--- src/rtl/core/qau_pkg.sv ---
`timescale 1ns / 1ps
`default_nettype none

package qau_pkg;

    // Default component format: signed Q16.16.
    localparam int COMPONENT_WIDTH_DEF = 32;
    localparam int FRACTION_BITS_DEF   = 16;

    // Number of quaternion components.
    localparam int LANES = 4;

    // Minus signs of the Hamilton product, bit (row * 4 + term).
    // The second operand of term k in row i is component (i xor k).
    localparam logic [15:0] HAM_MINUS = 16'h428E;

    typedef enum logic [3:0] {
        OP_ADD   = 4'd0,
        OP_SUB   = 4'd1,
        OP_NEG   = 4'd2,
        OP_SCALE = 4'd3,
        OP_MUL   = 4'd4,
        OP_CONJ  = 4'd5,
        OP_DOT   = 4'd6,
        OP_NORM  = 4'd7,
        OP_NORMZ = 4'd8,
        OP_INV   = 4'd9
    } op_t;

    // Control that travels alongside each item through the pipeline.
    typedef struct packed {
        logic valid;
        op_t  op;
        logic ovf;
        logic zn;
    } ctrl_t;

endpackage

`default_nettype wire

--- src/rtl/core/qau_div_cell.sv ---
`timescale 1ns / 1ps
`default_nettype none

module qau_div_cell #(
    parameter int W = qau_pkg::COMPONENT_WIDTH_DEF
) (
    input  wire logic           clk,
    input  wire logic           en,
    input  wire logic [2*W-1:0] den_in,
    input  wire logic [2*W-1:0] rem_in [qau_pkg::LANES],
    input  wire logic [W-1:0]   nlo_in [qau_pkg::LANES],
    input  wire logic [W-1:0]   quo_in [qau_pkg::LANES],
    output logic [2*W-1:0]      den_out,
    output logic [2*W-1:0]      rem_out [qau_pkg::LANES],
    output logic [W-1:0]        nlo_out [qau_pkg::LANES],
    output logic [W-1:0]        quo_out [qau_pkg::LANES]
);

    localparam int L = qau_pkg::LANES;

    logic [2*W:0]   t [L];
    logic [2*W:0]   diff [L];
    logic [L-1:0]   ge;
    logic [2*W-1:0] den_reg;
    logic [2*W-1:0] rem_reg [L];
    logic [2*W-1:0] rem_next [L];
    logic [W-1:0]   nlo_reg [L];
    logic [W-1:0]   nlo_next [L];
    logic [W-1:0]   quo_reg [L];
    logic [W-1:0]   quo_next [L];

    // One restoring division step per lane; all lanes share the divisor.
    always_comb
    begin
        for (int i = 0; i < L; i++)
        begin
            t[i]        = {rem_in[i], nlo_in[i][W-1]};
            diff[i]     = t[i] - {1'b0, den_in};
            ge[i]       = t[i] >= {1'b0, den_in};
            rem_next[i] = ge[i] ? diff[i][2*W-1:0] : t[i][2*W-1:0];
            quo_next[i] = {quo_in[i][W-2:0], ge[i]};
            nlo_next[i] = {nlo_in[i][W-2:0], 1'b0};
        end
    end

    always_ff @(posedge clk)
    begin
        if (en)
        begin
            den_reg <= den_in;
            rem_reg <= rem_next;
            nlo_reg <= nlo_next;
            quo_reg <= quo_next;
        end
    end

    assign den_out = den_reg;
    assign rem_out = rem_reg;
    assign nlo_out = nlo_reg;
    assign quo_out = quo_reg;

endmodule

`default_nettype wire
--- config.mk ---
export PLATFORM = sky130hd
export DESIGN_NAME = qau_div_cell
export DESIGN_NICKNAME = d
export VERILOG_FILES = /design/src/rtl/core/qau_pkg.sv /design/src/rtl/core/qau_div_cell.sv
export SDC_FILE = /design/constraint.sdc
export NUM_CORES = 1
export LEC_CHECK = 0
export BUFFER_PORTS_ARGS = -buffer_cell sky130_fd_sc_hd__buf_2
export CAP_MARGIN = 10
export CORE_AREA = 2 2 447 449
export CTS_BUF_LIST = sky130_fd_sc_hd__clkbuf_16
export DETAILED_ROUTE_END_ITERATION = 6
export DIE_AREA = 0 0 449 451
export SLEW_MARGIN = 15
export SYNTH_ARGS = -nofsm -noshare
export SYNTH_HDL_FRONTEND = slang
export SYNTH_SLANG_ARGS = --single-unit
--- constraint.sdc ---
create_clock -name clk -period 5.6 [get_ports clk]
set_input_delay 1.12 -clock clk [delete_from_list [all_inputs] [get_ports clk]]
set_output_delay 1.12 -clock clk [all_outputs]
set_load 0.05 [all_outputs]
### Word-level counts from Yosys, hierarchy flattened

Cells that the tools add are included.

| word-level totals | value |
|---|---|
| flip-flop bits (word level) | 572 |
| latch bits | 0 |
| bits in writable memories | 0 |
| ROM bits | 0 |
| input port bits | 578 |
| memories kept | 0 |

| operators by class | value |
|---|---|
| add/subtract/negate cells | 4 |
| $mul | 0 |
| div/mod/pow operators | 0 |
| order comparisons | 4 |
| equality and inequality tests | 0 |
| shift operators | 0 |
| multiplexer cells | 4 |
| bitwise gates (word level) | 0 |
| reductions and logical operators | 0 |

Operator list:

| cell | count |
|---|---|
| $ge 65x64->1 | 4 |
| $mux 64 | 4 |
| $sub 64x64->64 | 4 |

### Longest topological paths before layout

| depth | value |
|---|---|
| depth in word-level cells | 2 |
| mapped depth | 16 |

### Least setup slack after synthesis

No wires, ideal clock.

| timing path | value |
|---|---|
| path type | input-to-reg |
| start | in den_in[18] |
| end | reg rem_reg, in the netlist rem_out[120], data pin |
| setup time | 0.260 ns |
| data arrival time | 4.053 ns |
| slack | 1.287 ns |
| cell stages on the path | 15 |
| buffers on the path | 3 |
| cells stage by stage | inv_1 -> ha_1 -> clkbuf_1 -> a21oi_1 -> o221ai_1 -> o21ai_0 -> a221oi_2 -> o21ai_2 -> o21ai_2 -> a31oi_1 -> o31a_1 -> o21ai_1 -> buf_2 -> buf_4 -> mux2_2 |

RTL lines:

| item | line | RTL |
|---|---|---|
| from (decl) | qau_div_cell.sv:9 | `input wire logic [2*W-1:0] den_in,` |
| to (signal assigned) | qau_div_cell.sv:51 | `rem_reg <= rem_next;` |
| to (decl) | qau_div_cell.sv:25 | `logic [2*W-1:0] rem_reg [L];` |

==> metrics <==
Hold Crit Class=in2reg; Setup CP Type=in2reg; die width=449 um; ys async rst share=0%; global-route wire length before repair=251 mm; final critical-path required period=about 5100 ps; count of final hold-check violations=0; Synth area leader=edfxtp_1; routability cong.=just under 1; residual DRC count=0; TritonCTS buffer count=75; Sequential Area=roughly 17,000 um^2; commonest non-fill, non-tap cell in the layout=buf_2; Seq cells post-synth=approximately 570; Initial Util=17.8%; TritonCTS clock tree=built; Avg Cell Area, Syn=between 10 and 15 um^2; Routed WL=188 mm; multi-input logic area=17,000 um^2; Pwr Density=between 300 and 400 nW/um^2; total gr overflow=0; PortBufs=between 1k and 1.5k; drt wl/cell=about 26 um; hold path cells=1; share of the synthesized area in the top cell type=approximately half; Leak Pwr=roughly 20 nW; initial antenna violation count=76; Compound-Gate Fraction of Synth Area=between 10% and 20%; Synth Area in XOR/XNOR=under 10%; Top FF cell, synth=edfxtp_1; Total GRT Usage=between 10% and 20%; Synth Cell Area=about 35,000 um^2; Yosys cell types=slightly above 80; via count=~33k; Filler Cell Count=between 20k and 25k; postcts setup bufs=0; Vias/cell=about 4.4; post-synthesis adder-cell area fraction=9.32%; htree depth=3; DRT antenna net count=0; Root Buffer=clkbuf_16; Worst slew margin=just under 20%; startpoint types=input port; post-synthesis sequential area ratio=about 50%; largest net degree at the start of global routing=about 110; main combinational cell family by area after synthesis=compound AO/OA/AOI/OAI gates; max-slew violations=0; vias in the first global route=32.5k; die area=between 200,000 and 250,000 um^2; setup repair after global routing missed its margin=false; CTS sink count=572; Post-synth EDFFs=between 500 and 600; DIE HEIGHT=about 450 um; worst vdd ir=roughly 0.2 mV; CP arrival=~5600 ps; Warnings, synthesis=0; DR pass1 iterations=5; hold path endpoint=quo_out[78]$_DFFE_PP_; Synth Area in Simple Gates=roughly 11%; status=finished, final reports clean; row count=164; CTS resizes=0; clk buf depth=3; share of cells above drive strength 1=a little over a third; clock transition at the registers of the reported paths=roughly 60 ps; Req. time, crit path=approximately 6000 ps; Least-Margin Pin Slew=about 1200 ps; max-cap viol count=0; mux cell area share after synthesis=about 4.6%; hold_ws=around 570 ps; hpwl dp=160 mm; critical hold path startpoint=quo_in[77]; drt initial violations=about 2.4k; synth top area cells=edfxtp_1 (49%), ha_1 (9.1%), a21oi_1 (5.0%); area delta synth->final=36.7%; period utilisation layout=approximately nine tenths; worst-path maximum fanout=5; most frequent cells in the layout=buf_2 (1,144), edfxtp_1 (572), a21oi_1 (354); Hold-fix buffers, CTS=0; Worst setup EP type=flop; Core ar.=between 150,000 and 200,000 um^2; cells after synthesis=3,280; FMAX=195 MHz; Final Setup Violations=0; IO Pins=roughly 1.2k; fin util=~24%; Final nets=~5.4k
[power by group]
part / internal [W] / total (W) / switching (W)
sequential: 0.00536 / 0.00555 / 0.000199
combinational: 0.00164 / 0.00569 / 0.00405
clock: 0.00291 / 0.00511 / 0.00220
total: 0.00990 / 0.0164 / 0.00645
[worst max-delay path, stage by stage]
cell       delay [ps]
buf_2              90
inv_1             190
ha_1              470
o21ai_0           120
o21bai_1          210
o211a_1           210
a221oi_4          120
buf_4             180
a2111oi_0         980
buf_4             260
o31ai_1           110
buf_4             200
o21ai_0           350
a211oi_1          160
buf_4             180
o31a_1            260
o311ai_0          110
o311ai_0          200
[layer usage]
metal	track usage [%]	routed length, um	share of wire [%]	up-vias
met5	0	117	0.062	-
met4	14.5	16700	8.9	16
met3	3.39	9660	5.1	371
met2	32.2	97200	52	1347
met1	17.5	64600	34	15900
li1	-	-	-	15000
[layout make-up]
class / instances / share of cell area [%]
sequential: 572 / 35.7
timing repair buffer: 1351 / 15.5
clock buffer: 75 / 3.90
clock inverter: 60 / 1.41
multi-input combinational: 2445 / 35.3
tap: 2656 / 6.90
inverter: 130 / 1.01
antenna: 55 / 0.286
[cells by family after synthesis]
family	Yosys count
AO/OA/AOI/OAI	973
AND/OR/NAND/NOR	828
flip-flops	572
buffers and inverters	266
adder cells (fa/ha/maj)	260
XOR/XNOR	236
multiplexers	144
other	1
[how the worst max path moves through the flow]
stage                              to       start  slack [ps]  depth (start not counted)
6_report        rem_out[63]$_DFFE_PP_   den_in[8]         470                         18
5_1_grt         rem_out[63]$_DFFE_PP_   den_in[8]         380                         18
4_1_cts         rem_out[63]$_DFFE_PP_   den_in[5]         620                         17
3_5_place_dp    rem_out[63]$_DFFE_PP_   den_in[6]        -130                         18
3_3_place_gp    rem_out[63]$_DFFE_PP_   den_in[6]        -150                         18
2_1_floorplan  rem_out[120]$_DFFE_PP_  den_in[18]        1290                         15
[cell usage after synthesis, types with 66 or more instances]
master	n
clkbuf_1	98
inv_1	130
edfxtp_1	572
nand4_1	66
nor2_1	201
nand2_1	298
a21oi_1	354
o21ai_0	195
xor2_1	93
ha_1	256
a21o_1	124
xnor2_1	143
mux2_2	138
[state kept, by name, summed over array words and instances (netlist names)]
signal and cells:
rem_out 256, quo_out 128, den_out 64, nlo_out 124
[through the flow]
| stage | power, W | cell area [um^2] | TNS [ps] | cells | worst slack (ps) |
|---|---|---|---|---|---|
| 6_report | 0.0164 | 48200 | 0 | 7344 | 471 |
| 5_1_grt | 0.0170 | 48100 | 0 | 7332 | 385 |
| 4_1_cts | 0.0165 | 48000 | 0 | 7289 | 625 |
| 3_5_place_dp | 0.0113 | 45500 | -182 | 7154 | -132 |
| 3_3_place_gp | 0.0113 | 45500 | -189 | 7154 | -151 |
| 2_1_floorplan | 0.00923 | 35300 | 0 | 3283 | 1290 |
Power figures use the tool's default switching activity.
