===== src/rtl/core/qau_pkg.sv =====
`timescale 1ns / 1ps
`default_nettype none

package qau_pkg;

    // Default component format: signed Q16.16.
    localparam int COMPONENT_WIDTH_DEF = 32;
    localparam int FRACTION_BITS_DEF   = 16;

    // Number of quaternion components.
    localparam int LANES = 4;

    // Minus signs of the Hamilton product, bit (row * 4 + term).
    // The second operand of term k in row i is component (i xor k).
    localparam logic [15:0] HAM_MINUS = 16'h428E;

    typedef enum logic [3:0] {
        OP_ADD   = 4'd0,
        OP_SUB   = 4'd1,
        OP_NEG   = 4'd2,
        OP_SCALE = 4'd3,
        OP_MUL   = 4'd4,
        OP_CONJ  = 4'd5,
        OP_DOT   = 4'd6,
        OP_NORM  = 4'd7,
        OP_NORMZ = 4'd8,
        OP_INV   = 4'd9
    } op_t;

    // Control that travels alongside each item through the pipeline.
    typedef struct packed {
        logic valid;
        op_t  op;
        logic ovf;
        logic zn;
    } ctrl_t;

endpackage

`default_nettype wire


===== src/rtl/core/qau_sqrt_cell.sv =====
`timescale 1ns / 1ps
`default_nettype none

module qau_sqrt_cell #(
    parameter int W = qau_pkg::COMPONENT_WIDTH_DEF
) (
    input  wire logic           clk,
    input  wire logic           en,
    input  wire logic [W:0]     rem_in,
    input  wire logic [W-1:0]   root_in,
    input  wire logic [2*W-1:0] rad_in,
    output logic [W:0]          rem_out,
    output logic [W-1:0]        root_out,
    output logic [2*W-1:0]      rad_out
);

    logic [W+2:0]   t;
    logic [W+2:0]   trial;
    logic [W+2:0]   diff;
    logic           ge;
    logic [W:0]     rem_reg, rem_next;
    logic [W-1:0]   root_reg, root_next;
    logic [2*W-1:0] rad_reg, rad_next;

    // One root bit per cell: bring down two radicand bits, try 4*root+1.
    always_comb
    begin
        t         = {rem_in, rad_in[2*W-1:2*W-2]};
        trial     = {1'b0, root_in, 2'b01};
        diff      = t - trial;
        ge        = t >= trial;
        rem_next  = ge ? diff[W:0] : t[W:0];
        root_next = {root_in[W-2:0], ge};
        rad_next  = {rad_in[2*W-3:0], 2'b00};
    end

    always_ff @(posedge clk)
    begin
        if (en)
        begin
            rem_reg  <= rem_next;
            root_reg <= root_next;
            rad_reg  <= rad_next;
        end
    end

    assign rem_out  = rem_reg;
    assign root_out = root_reg;
    assign rad_out  = rad_reg;

endmodule

`default_nettype wire


===== config.mk =====
export PLATFORM = sky130hd
export DESIGN_NAME = qau_sqrt_cell
export DESIGN_NICKNAME = d
export VERILOG_FILES = /design/src/rtl/core/qau_pkg.sv /design/src/rtl/core/qau_sqrt_cell.sv
export SDC_FILE = /design/constraint.sdc
export NUM_CORES = 1
export LEC_CHECK = 0
export ABC_AREA = 1
export BUFFER_PORTS_ARGS = -buffer_cell sky130_fd_sc_hd__buf_2
export CAP_MARGIN = 20
export CORE_MARGIN = 2
export CORE_UTILIZATION = 50
export CTS_BUF_LIST = sky130_fd_sc_hd__clkbuf_16
export DETAILED_ROUTE_END_ITERATION = 8
export PLACE_DENSITY = 0.86
export SLEW_MARGIN = 40
export SYNTH_ARGS = -nofsm -noshare
export SYNTH_HDL_FRONTEND = slang
export SYNTH_SLANG_ARGS = --single-unit
export TNS_END_PERCENT = 50

===== constraint.sdc =====
create_clock -name clk -period 1.83 [get_ports clk]
set_input_delay 0.0915 -clock clk [delete_from_list [all_inputs] [get_ports clk]]
set_output_delay 0.0915 -clock clk [all_outputs]
set_load 0.01 [all_outputs]

# Word-level counts from Yosys, hierarchy flattened
# Index checks and enable logic that the tools add are counted.
[op_classes]
addsub = 1
muxes = 1
n_lt_le_gt_ge = 1
[ops]
columns = ["cell", "count"]
rows = [
  ["35-bit by 34-bit greater-or-equal comparator with 1-bit output", 1],
  ["33-bit 2-to-1 mux", 1],
  ["33-bit subtractor", 1],
]
[totals]
ff_bits = 127
wordCells = 6
out_inout_bits = 129

# Logic depth before layout (Yosys ltp)
# Gate-level depths: netlist of the first run.
[logic_depth]
ltp_word = 2
mapped_depth = 16
ltp_nobuf = 15

# Worst setup path before layout of the first run
# No wires, ideal clock.
[synth_path]
kind = "input port to flip-flop"
from = "input port root_in[14]"
to = "register rem_reg[31] (netlist: rem_out[31]) (data pin)"
required_time_ns = 1.577
setup_time_ns = 0.253
t_arrival_ns = 1.413
stages = 14
setup_slack_ns = 0.164
cell_sequence = "inv_1 ha_1 nand2_1 inv_2 nand2_2 nor2_2 nand4_2 nand3_2 nand2_2 nand2_8 inv_6 buf_8 nand2_2 nand2_1"
[synth_between]
elab_chain_cells = 2
elab_cells_between_ends = 3
cone_classes = "add/sub (1); order compare (1); mux (1)"
[synth_lines]
columns = ["item", "line_no", "source"]
rows = [
  ["start: declaration", "qau_sqrt_cell.sv:10", "input wire logic [W-1:0] root_in,"],
  ["33-bit subtractor / 35-bit by 34-bit greater-or-equal comparator with 1-bit output (equally long branches)", "qau_sqrt_cell.sv:30, qau_sqrt_cell.sv:31", ""],
  ["33-bit 2-to-1 mux *", "qau_sqrt_cell.sv:32", "rem_next = ge ? diff[W:0] : t[W:0];"],
  ["named net rem_next[31]", "qau_sqrt_cell.sv:21", "logic [W:0] rem_reg, rem_next;"],
  ["end signal: assignment", "qau_sqrt_cell.sv:41", "rem_reg <= rem_next;"],
  ["end: declaration", "qau_sqrt_cell.sv:21", ""],
]
# The timed path passes the listed nets; every way through them passes the cells marked *.
# A chain may end at the register's enable or synchronous reset.

# Final worst setup path of the first run
[layout_path]
from = "input port root_in[10]"
to = "register rem_reg[19] (netlist: rem_out[19]) (data pin)"
# Same word-level chain as after synthesis.

==> results.md, run 1 <==
* Outcome: finished clean
* Min Clock Period, post-route at 1692 ps
* Max-cap violations at 0
* Crit start category: primary input
* Worst endpoint data arrival time at 1870 ps
* Crit path max fanout at 29
* Peak Freq at 0.5909 GHz
* Buffers plus inverters on the worst setup path at 4
* P_int at 6.559 mW
* CP Data Required Time at 2010 ps
* Max Slew Vio Count at 0
* First-pass DRT Iterations at 9
* DR vias at 7270
* Slowest CP cell: ha_1
* Flop pwr share at 39.4%
* # fillers at 873
* PwrDens at 843.8 nW/um2
* Clk sinks at 127
* RSZ-0062 raised after global routing: false
* Syn avg cell area at 8.752 um2
* TritonCTS clock tree: built
* Placed cells at 1342
* Clk pwr share at 36.2%
* Fin util at 79.01%
* Num ports at 260
* Crit path top cell by count: nand2_1
* Peak supply drop at 0.5195 mV
* Final design instance area without fill at 10970 um2
* Pin count of the biggest net entering global routing at 57
* Synth cell types at 29
* Antenna viol nets, final at 0
* Drt initial violations at 541
* Number of global-route vias before repair at 7299
* Htree depth at 4
* Initial core utilization at 51.26%
* CTS clk-pin slew, worst paths at 60 ps
* # port buffers at 257
* Synth Warn # at 0
* Total grt overflow at 0
* Hold Vio Cnt, Final at 0
* Die area at 15200 um2
* EDFF count, synth at 127
* Nets at 1449
* Gp weighted congestion at 0.9265
* Logic pwr share at 24.5%
* GRT Total Usage at 31.70%
* Residual DRC at 0
* Switching share of total power at 29.12%
* Final setup violation count at 0
* Worst hold-check path type: primary input to register
* Drt wl/cell at 16.43 um
* Via density at 4.922
* Die Span Y at 123.3 um
* Cells along the critical path: buf_2 > inv_1 > ha_1 > nand2_1 > nand2_1 > nand2_1 > nand2_1 > nand2_1 > nand2_1 > inv_1 > nand3_2 > nand2_2 > nand2_8 > buf_12 > nand3_1 > nand2_1
* Core area at 13880 um2
* Layout area overhead at 54.12%
* Crit path capture type: register
* Main synth FF type: edfxtp_1
* DIE WIDTH at 123.3 um
* CTS Buf Count at 17
* Final Cycle Share at 92.48%
* Setup CP Type: primary input to register
* Final TNS setup at 0 ps
* Root Driver: clkbuf_16
* Cells after Synth at 813
* Number of synthesized register bits at 127
* Area after DPL at 9361 um2
* Clk buf depth at 2
* Total wire length at 24.27 mm
* Cell area after synthesis at 7116 um2
* Initial antenna violation count at 1
* DP HPWL at 16.28 mm
* CP max stage delay at 360 ps
* Finished Layout Cells at 1477
* Delay-heaviest family, CP: simple AND/OR/NAND/NOR gates
* Final hold slack at 4.274 ps
* Multi-input gate area at 2613 um2
* Switching power at 2.694 mW
* Share of cells above drive strength 1 at 33.49%
* Synth async-reset ratio at 0%
* First-pass GRT wire length at 36.07 mm
* LEAKAGE at 5.735 nW
* Register area at 3814 um2
* Register area share after synthesis at 53.60%
* Num rows at 43
==> logic make-up after synthesis <==
family | synth area share [%]
AO/OA/AOI/OAI | 1.864
XOR/XNOR | 1.723
buffers and inverters | 9.777
AND/OR/NAND/NOR | 27.01
flip-flops | 53.60
other | 0.05270
adder cells (fa/ha/maj) | 5.979
==> registers in the layout, summed over array words and instances (netlist names) <==
register / count
rad_out: 62
rem_out: 33
root_out: 32
==> layout make-up <==
class,instances,share of cell area (%)
timing repair buffer,459,28.61
clock buffer,17,3.879
inverter,160,5.522
antenna,1,0.02282
clock inverter,14,1.312
sequential,127,34.77
multi-input combinational,519,23.82
tap,180,2.054
==> worst paths after layout <==
kind	start	cells after the start	end
max	root_in[10]	16	rem_out[19]
min	rem_in[9]	3	rem_out[11]
==> through the flow <==
| stage | worst slack [ps] | total power [mW] |
|---|---|---|
| 6_report | 137.7 | 9.253 |
| 5_1_grt | 29.31 | 9.601 |
| 4_1_cts | 183.5 | 9.146 |
| 3_5_place_dp | -256.0 | 5.703 |
| 3_3_place_gp | -212.5 | 5.636 |
| 2_1_floorplan | 164.3 | 4.688 |
==> metal layers <==
metal  part of all wire (%)  GRT usage (%)
met1                     36          33.84
met2                     52          59.00
met3                    7.1          6.873
met4                    4.4          14.91
met5                      0              0
==> cell usage in the layout (no fill, tap or decap), drive strengths merged <==
cell type and count:
a21o 1, a21oi 21, and2 7, and3 1
buf 356, bufinv 2, clkbuf 17, clkinv 10
clkinvlp 1, conb 2, diode 1, dlygate4sd3 103
edfxtp 127, ha 34, inv 161, nand2 330
nand3 40, nand3b 9, nand4 4, nor2 42
nor3 9, o211a 1, o21ai 2, or2 2
xor2 14
==> cell usage after synthesis, types with 2 or more instances <==
cell type  number  area, um2
a21oi_1        21      105.1
nor2_1         35      131.4
xor2_1         14      122.6
nand2_1       299       1122
nand4_1         3      18.77
inv_1         155      581.8
nor2_2          6      37.54
o21ai_0         2      10.01
and2_1          7      43.79
nand2_2        30      187.7
or2_2           2      12.51
buf_6           4      45.04
nand3b_1        9      67.56
nor3_1          9      45.04
buf_4           2      15.01
inv_2           4      15.01
buf_8           2      30.03
ha_1           34      425.4
nand3_1        39      195.2
edfxtp_1      127       3814
==> power groups by stage <==
stage | registers (mW) | logic (mW) | clock network, mW
floorplan | 3.84 | 0.848 | 0
global placement | 3.67 | 1.97 | 0
detailed placement | 3.68 | 2.02 | 0
CTS | 3.63 | 2.21 | 3.31
global route | 3.66 | 2.47 | 3.47
finish | 3.64 | 2.27 | 3.35
==> timing repair <==
action,4_1_cts,5_1_grt
buffers inserted,0,0
gates resized for setup,0,1
setup endpoints to repair,0,1
hold endpoints to repair,103,0
hold buffers,103,0
No activity file was read; power rests on OpenSTA's default activity.
==> inputs of run 2 (changes only) <==
==> constraint.sdc (replaced) <==
create_clock -name clk -period 1.83 [get_ports clk]
set_input_delay 0.549 -clock clk [delete_from_list [all_inputs] [get_ports clk]]
set_output_delay 0.549 -clock clk [all_outputs]
set_load 0.01 [all_outputs]
==> run 2 against run 1 <==
Compared with the run above:
- the run now ends with negative setup slack left
- first-iteration DRC count up 6.1%
- clock power shrank 6%
- largest cell class unchanged
- largest power group unchanged
- routed wire length up 6.3%
- maximum frequency down 18%
- via count up 0.63%
==> results.md, run 2 (synthesis gave the netlist of run 1 again) <==
* Final Cycle Share at 112.2% (+20 points)
* Final hold slack at 294.4 ps (+290.1 ps)
* Worst endpoint data arrival time at 2240 ps (+370 ps)
* Hold path depth at 1 (-2)
* Nets at 1361 (-6.1%)
* Total power at 9.508 mW (+2.8%)
* Hold Path End: root_out[8]
* Crit start category: primary input
* Pin count of the biggest net entering global routing at 67 (+18%)
* Initial antenna violation count at 0 (-1)
* Number of global-route vias before repair at 6547 (-10%)
* Metal1 wirelength at 9.233 mm (+4.8%)
* First-pass DRT Iterations at 8 (-1)
* TritonCTS clock tree: built
* Commonest non-fill, non-tap cells in the layout: 237 x buf_2, 212 x nand2_1, 127 x edfxtp_1, 116 x inv_1, 107 x buf_4
* Failing checks: negative setup slack
* DIE WIDTH at 123.3 um (unchanged)
* DR vias at 7316 (+0.63%)
* LEAKAGE at 5.653 nW (-1.4%)
* Die area at 15200 um2 (unchanged)
* Initial core utilization at 51.26% (unchanged)
* Total grt overflow at 0 (unchanged)
* Placed cells at 1337 (-0.37%)
* # port buffers at 257 (unchanged)
* CP Data Required Time at 2020 ps (about the same)
* Fin util at 81.53% (+2.5 points)
* Max layer used: met4
* Num rows at 43 (unchanged)
* Final WS setup at -222.5 ps (-360.2 ps)
* Root Driver: clkbuf_16
* Core area at 13880 um2 (unchanged)
* GRT Total Usage at 28.55% (-3.1 points)
* # fillers at 801 (-8.2%)
* Max-cap violations at 0 (unchanged)
* Dpl ws at -576.5 ps (-320.5 ps)
* Met3 routed WL at 2.348 mm (+36%)
* Clk buf depth at 2 (unchanged)
* Worst hold-check path type: primary input to register
* Clk sinks at 127 (unchanged)
* Via density at 5.263 (+6.9%)
* Area after DPL at 9793 um2 (+4.6%)
* CTS Hold Bufs at 0 (-100%)
* Multi-input gate area at 3685 um2 (+41%)
* Htree depth at 4 (unchanged)
* Min Clock Period, post-route at 2053 ps (+360.2 ps)
* Final setup violation count at 34 (+34)
* Peak supply drop at 0.5759 mV (+11%)
* RSZ-0062 raised after global routing: true
* Max Slew Vio Count at 0 (unchanged)
* Crit path max fanout at 4 (-86%)
* Max reg flops at 62 (unchanged)
* CTS clk-pin slew, worst paths at 60 ps (about the same)
* Final design instance area without fill at 11320 um2 (+3.2%)
* Hold Crit Start: root_in[7]
* Register area at 3814 um2 (unchanged)
* CTS Buf Count at 17 (unchanged)
* Gp weighted congestion at 0.9524 (+2.8%)
* Drt initial violations at 574 (+6.1%)
* Num ports at 260 (unchanged)
* First-pass GRT wire length at 32.36 mm (-10%)
* Antenna viol nets, final at 0 (unchanged)
* Layout area overhead at 59.05%
* Die Span Y at 123.3 um (unchanged)
* Worst setup startpoint: rem_in[5]
* Finished Layout Cells at 1390 (-5.9%)
* Total wire length at 25.80 mm (+6.3%)
* Setup CP Type: primary input to register
* Peak Freq at 0.4872 GHz (-18%)
* DP HPWL at 16.71 mm (+2.6%)
* Met2 routed WL at 12.60 mm (-0.51%)
* Share of cells above drive strength 1 at 53.93% (+20 points)
* Hold Vio Cnt, Final at 0 (unchanged)
* PwrDens at 840.2 nW/um2 (-0.43%)
* Outcome: finished with violations
* Commonest non-fill, non-tap cell in the layout: buf_2
* Drt wl/cell at 18.56 um (+13%)
* Final TNS setup at -6018 ps (-6018 ps)
* Crit path capture type: register
* Residual DRC at 0 (unchanged)
==> run 2: final cells by class <==
class | count | share of cell area (%)
antenna | 1 | 0.02211
clock buffer | 17 | 3.759
clock inverter | 15 | 1.050
inverter | 160 | 5.826
multi-input combinational | 519 | 32.56
sequential | 127 | 33.70
tap | 180 | 1.990
timing repair buffer | 369 | 20.87
timing repair inverter | 2 | 0.2211
==> run 2: critical path: stages <==
cell and delay, ps:
buf_2 130, ha_4 270, nand2_1 70, nand2_1 130, buf_4 170, a21oi_1 190
nand2_1 160, buf_4 170, buf_4 130, xor2_1 140, nand2_1 90, nand2_1 60
==> run 2: routing by layer <==
metal  track usage, %  up-vias
met5                0        -
met4            13.07        0
met3            6.135      135
met2            50.07      497
met1            33.36     3358
li1                 -     3326
==> run 2: power by group <==
part | internal, mW | switching [mW] | leakage (nW)
Clock | 1.85 | 1.31 | 0.262
Combinational | 1.17 | 1.55 | 4.15
Sequential | 3.55 | 0.0792 | 1.24
==> run 2: worst max path at each step <==
stage	end	cells after the start	slack, ps
finish	rem_out[8]	12	-220
global route	rem_out[6]	16	-250
detailed placement	rem_out[30]	16	-580
global placement	rem_out[27]	11	-500
CTS	rem_out[31]	14	-30
floorplan	rem_out[31]	16	-200
==> run 2: timing repair <==
item,CTS,global route
gates resized for setup,79,152
cloned,2,2
pin swaps,16,43
endpoints found under the setup margin,34,34
buffers inserted,6,10
==> inputs of run 3 (changes only) <==
- SKIP_CTS_REPAIR_TIMING: default -> 1
==> run 3 against run 2 <==
Compared with the run above:
- the flow still finishes with violations (negative setup slack)
- hold slack gained 4.7 ps
- sequential share of layout area is 1.9 points higher
- maximum frequency increased by 4.0%
- first-iteration DRC count down 22%
- cell count fell by 1.3%
- power down 4.0%
- via count shrank 7.1%
- critical path depth is 2 higher
- combinational power fell by 13%
- non-clock buffer count down 15
- worst setup slack improved by 79 ps
==> results.md, run 3 (synthesis gave the netlist of run 1 again) <==
* Htree depth at 4 (unchanged)
* Layout area overhead at 50.59%
* Final hold slack at 299.1 ps (+4.715 ps)
* Total wire length at 22.11 mm (-14%)
* Switching power at 2.714 mW (-7.8%)
* Antenna viol nets, final at 0 (unchanged)
* Hold Vio Cnt, Final at 0 (unchanged)
* CP Data Required Time at 1990 ps (-30 ps)
* Outcome: finished with violations
* Crit start category: primary input
* Root Driver: clkbuf_16
* Die area at 15200 um2 (unchanged)
* P_int at 6.416 mW (-2.3%)
* Core area at 13880 um2 (unchanged)
* Drt initial violations at 445 (-22%)
* Crit path capture type: register
* Logic pwr share at 25.9% (-2.7 points)
* Max-cap violations at 0 (unchanged)
* Final setup violation count at 33 (-2.9%)
* Worst endpoint data arrival time at 2140 ps (-100 ps)
* PwrDens at 852.0 nW/um2 (+1.4%)
* Share of cells above drive strength 1 at 47.48% (-6.4 points)
* LEAKAGE at 5.378 nW (-4.9%)
* Final Cycle Share at 107.8% (-4.3 points)
* Max Slew Vio Count at 0 (unchanged)
* Clk sinks at 127 (unchanged)
* Gp weighted congestion at 0.9524 (unchanged)
* Flop pwr share at 39.7% (+1.6 points)
* CTS Buf Count at 17 (unchanged)
* DR vias at 6797 (-7.1%)
* DIE WIDTH at 123.3 um (unchanged)
* Pin count of the biggest net entering global routing at 67 (unchanged)
* Hold Crit Start: rad_in[17]
* Residual DRC at 0 (unchanged)
* Max reg flops at 62 (unchanged)
* Peak Freq at 0.5067 GHz (+4.0%)
* RSZ-0062 raised after global routing: true
* First-pass GRT wire length at 31.35 mm (-3.1%)
* CTS clk-pin slew, worst paths at 50 ps (about the same)
* Nets at 1344 (-1.2%)
* Commonest non-fill, non-tap cells in the layout: 256 x nand2_1, 254 x buf_2, 130 x inv_1, 127 x edfxtp_1, 92 x buf_4
* First-pass DRT Iterations at 5 (-3)
* Peak supply drop at 0.5693 mV (-1.1%)
* Num rows at 43 (unchanged)
* # port buffers at 257 (unchanged)
* Dpl ws at -576.5 ps (unchanged)
* TritonCTS clock tree: built
* Initial antenna violation count at 0 (unchanged)
* Commonest non-fill, non-tap cell in the layout: nand2_1
* Failing checks: negative setup slack
* Total grt overflow at 0 (unchanged)
* Setup CP Type: primary input to register
* Number of global-route vias before repair at 6395 (-2.3%)
* Clk buf depth at 2 (unchanged)
* Num ports at 260 (unchanged)
* Total power at 9.130 mW (-4.0%)
* Die Span Y at 123.3 um (unchanged)
* Switching share of total power at 29.72% (-1.2 points)
* Via density at 4.954 (-5.9%)
* Fin util at 77.19% (-4.3 points)
* Min Clock Period, post-route at 1974 ps (-79.01 ps)
* Crit path max fanout at 32 (+28)
* DP HPWL at 16.71 mm (unchanged)
* Drt wl/cell at 16.11 um (-13%)
* Diode count at 0 (-1)
* Clk pwr share at 34.4% (+1.2 points)
* Final WS setup at -143.5 ps (+79.01 ps)
* Initial core utilization at 51.26% (unchanged)
* Worst setup startpoint: root_in[8]
* Worst hold-check path type: primary input to register
* GRT Total Usage at 27.59% (-0.96 points)
[run 3: cell types whose count changed in the layout (fill, tap and decap cells not counted), sizes merged]
cell,before,now
buf,368,353
diode,1,0
inv,164,162
[run 3: area by class of cell]
cell class              instances  area [um2]
repair buffers                354        2096
clock inverters                15       118.9
fillers                       936        3166
well taps                     180       225.2
clock buffers                  17       425.4
inverters                     160       641.9
multi-input cells             519        3395
flip-flops and latches        127        3814
[run 3: layer usage]
layer,vias to the layer above,track usage [%],part of all wire (%)
li1,3282,-,-
met1,3115,31.97,39
met2,332,48.76,50
met3,68,6.596,7.7
met4,0,11.43,3.9
met5,-,0,0
[run 3: critical path: stages]
cell     delay (ps)
buf_2            90
inv_2            40
ha_4            290
nand2_1         100
nor2_1          180
nand2_1         110
nor2_1          130
nand2_1          80
nand3_2          80
nor2_4           50
nand2_8         140
inv_16          100
nand2_2          80
nand2_1          80
[run 3: path summary, 6_finish.rpt]
kind              cells after the start          end
setup / recovery                     14  rem_out[30]
hold / removal                        1  rad_out[19]
[run 3: power by group through the flow]
stage,clock [mW],combinational [mW],sequential (mW)
global placement,0,2.10,3.67
detailed placement,0,2.18,3.68
floorplan,0,0.998,3.84
finish,3.14,2.37,3.62
CTS,3.16,2.20,3.63
global route,3.28,2.56,3.65
[run 3: metrics by stage]
step / area, um2 / instances / setup TNS [ps]
3_3_place_gp: 9793 / 1337 / -16420
3_5_place_dp: 9793 / 1337 / -17810
6_report: 10720 / 1372 / -2707
2_1_floorplan: 7626 / 814 / -6144
4_1_cts: 10340 / 1369 / -3662
5_1_grt: 10720 / 1372 / -5495
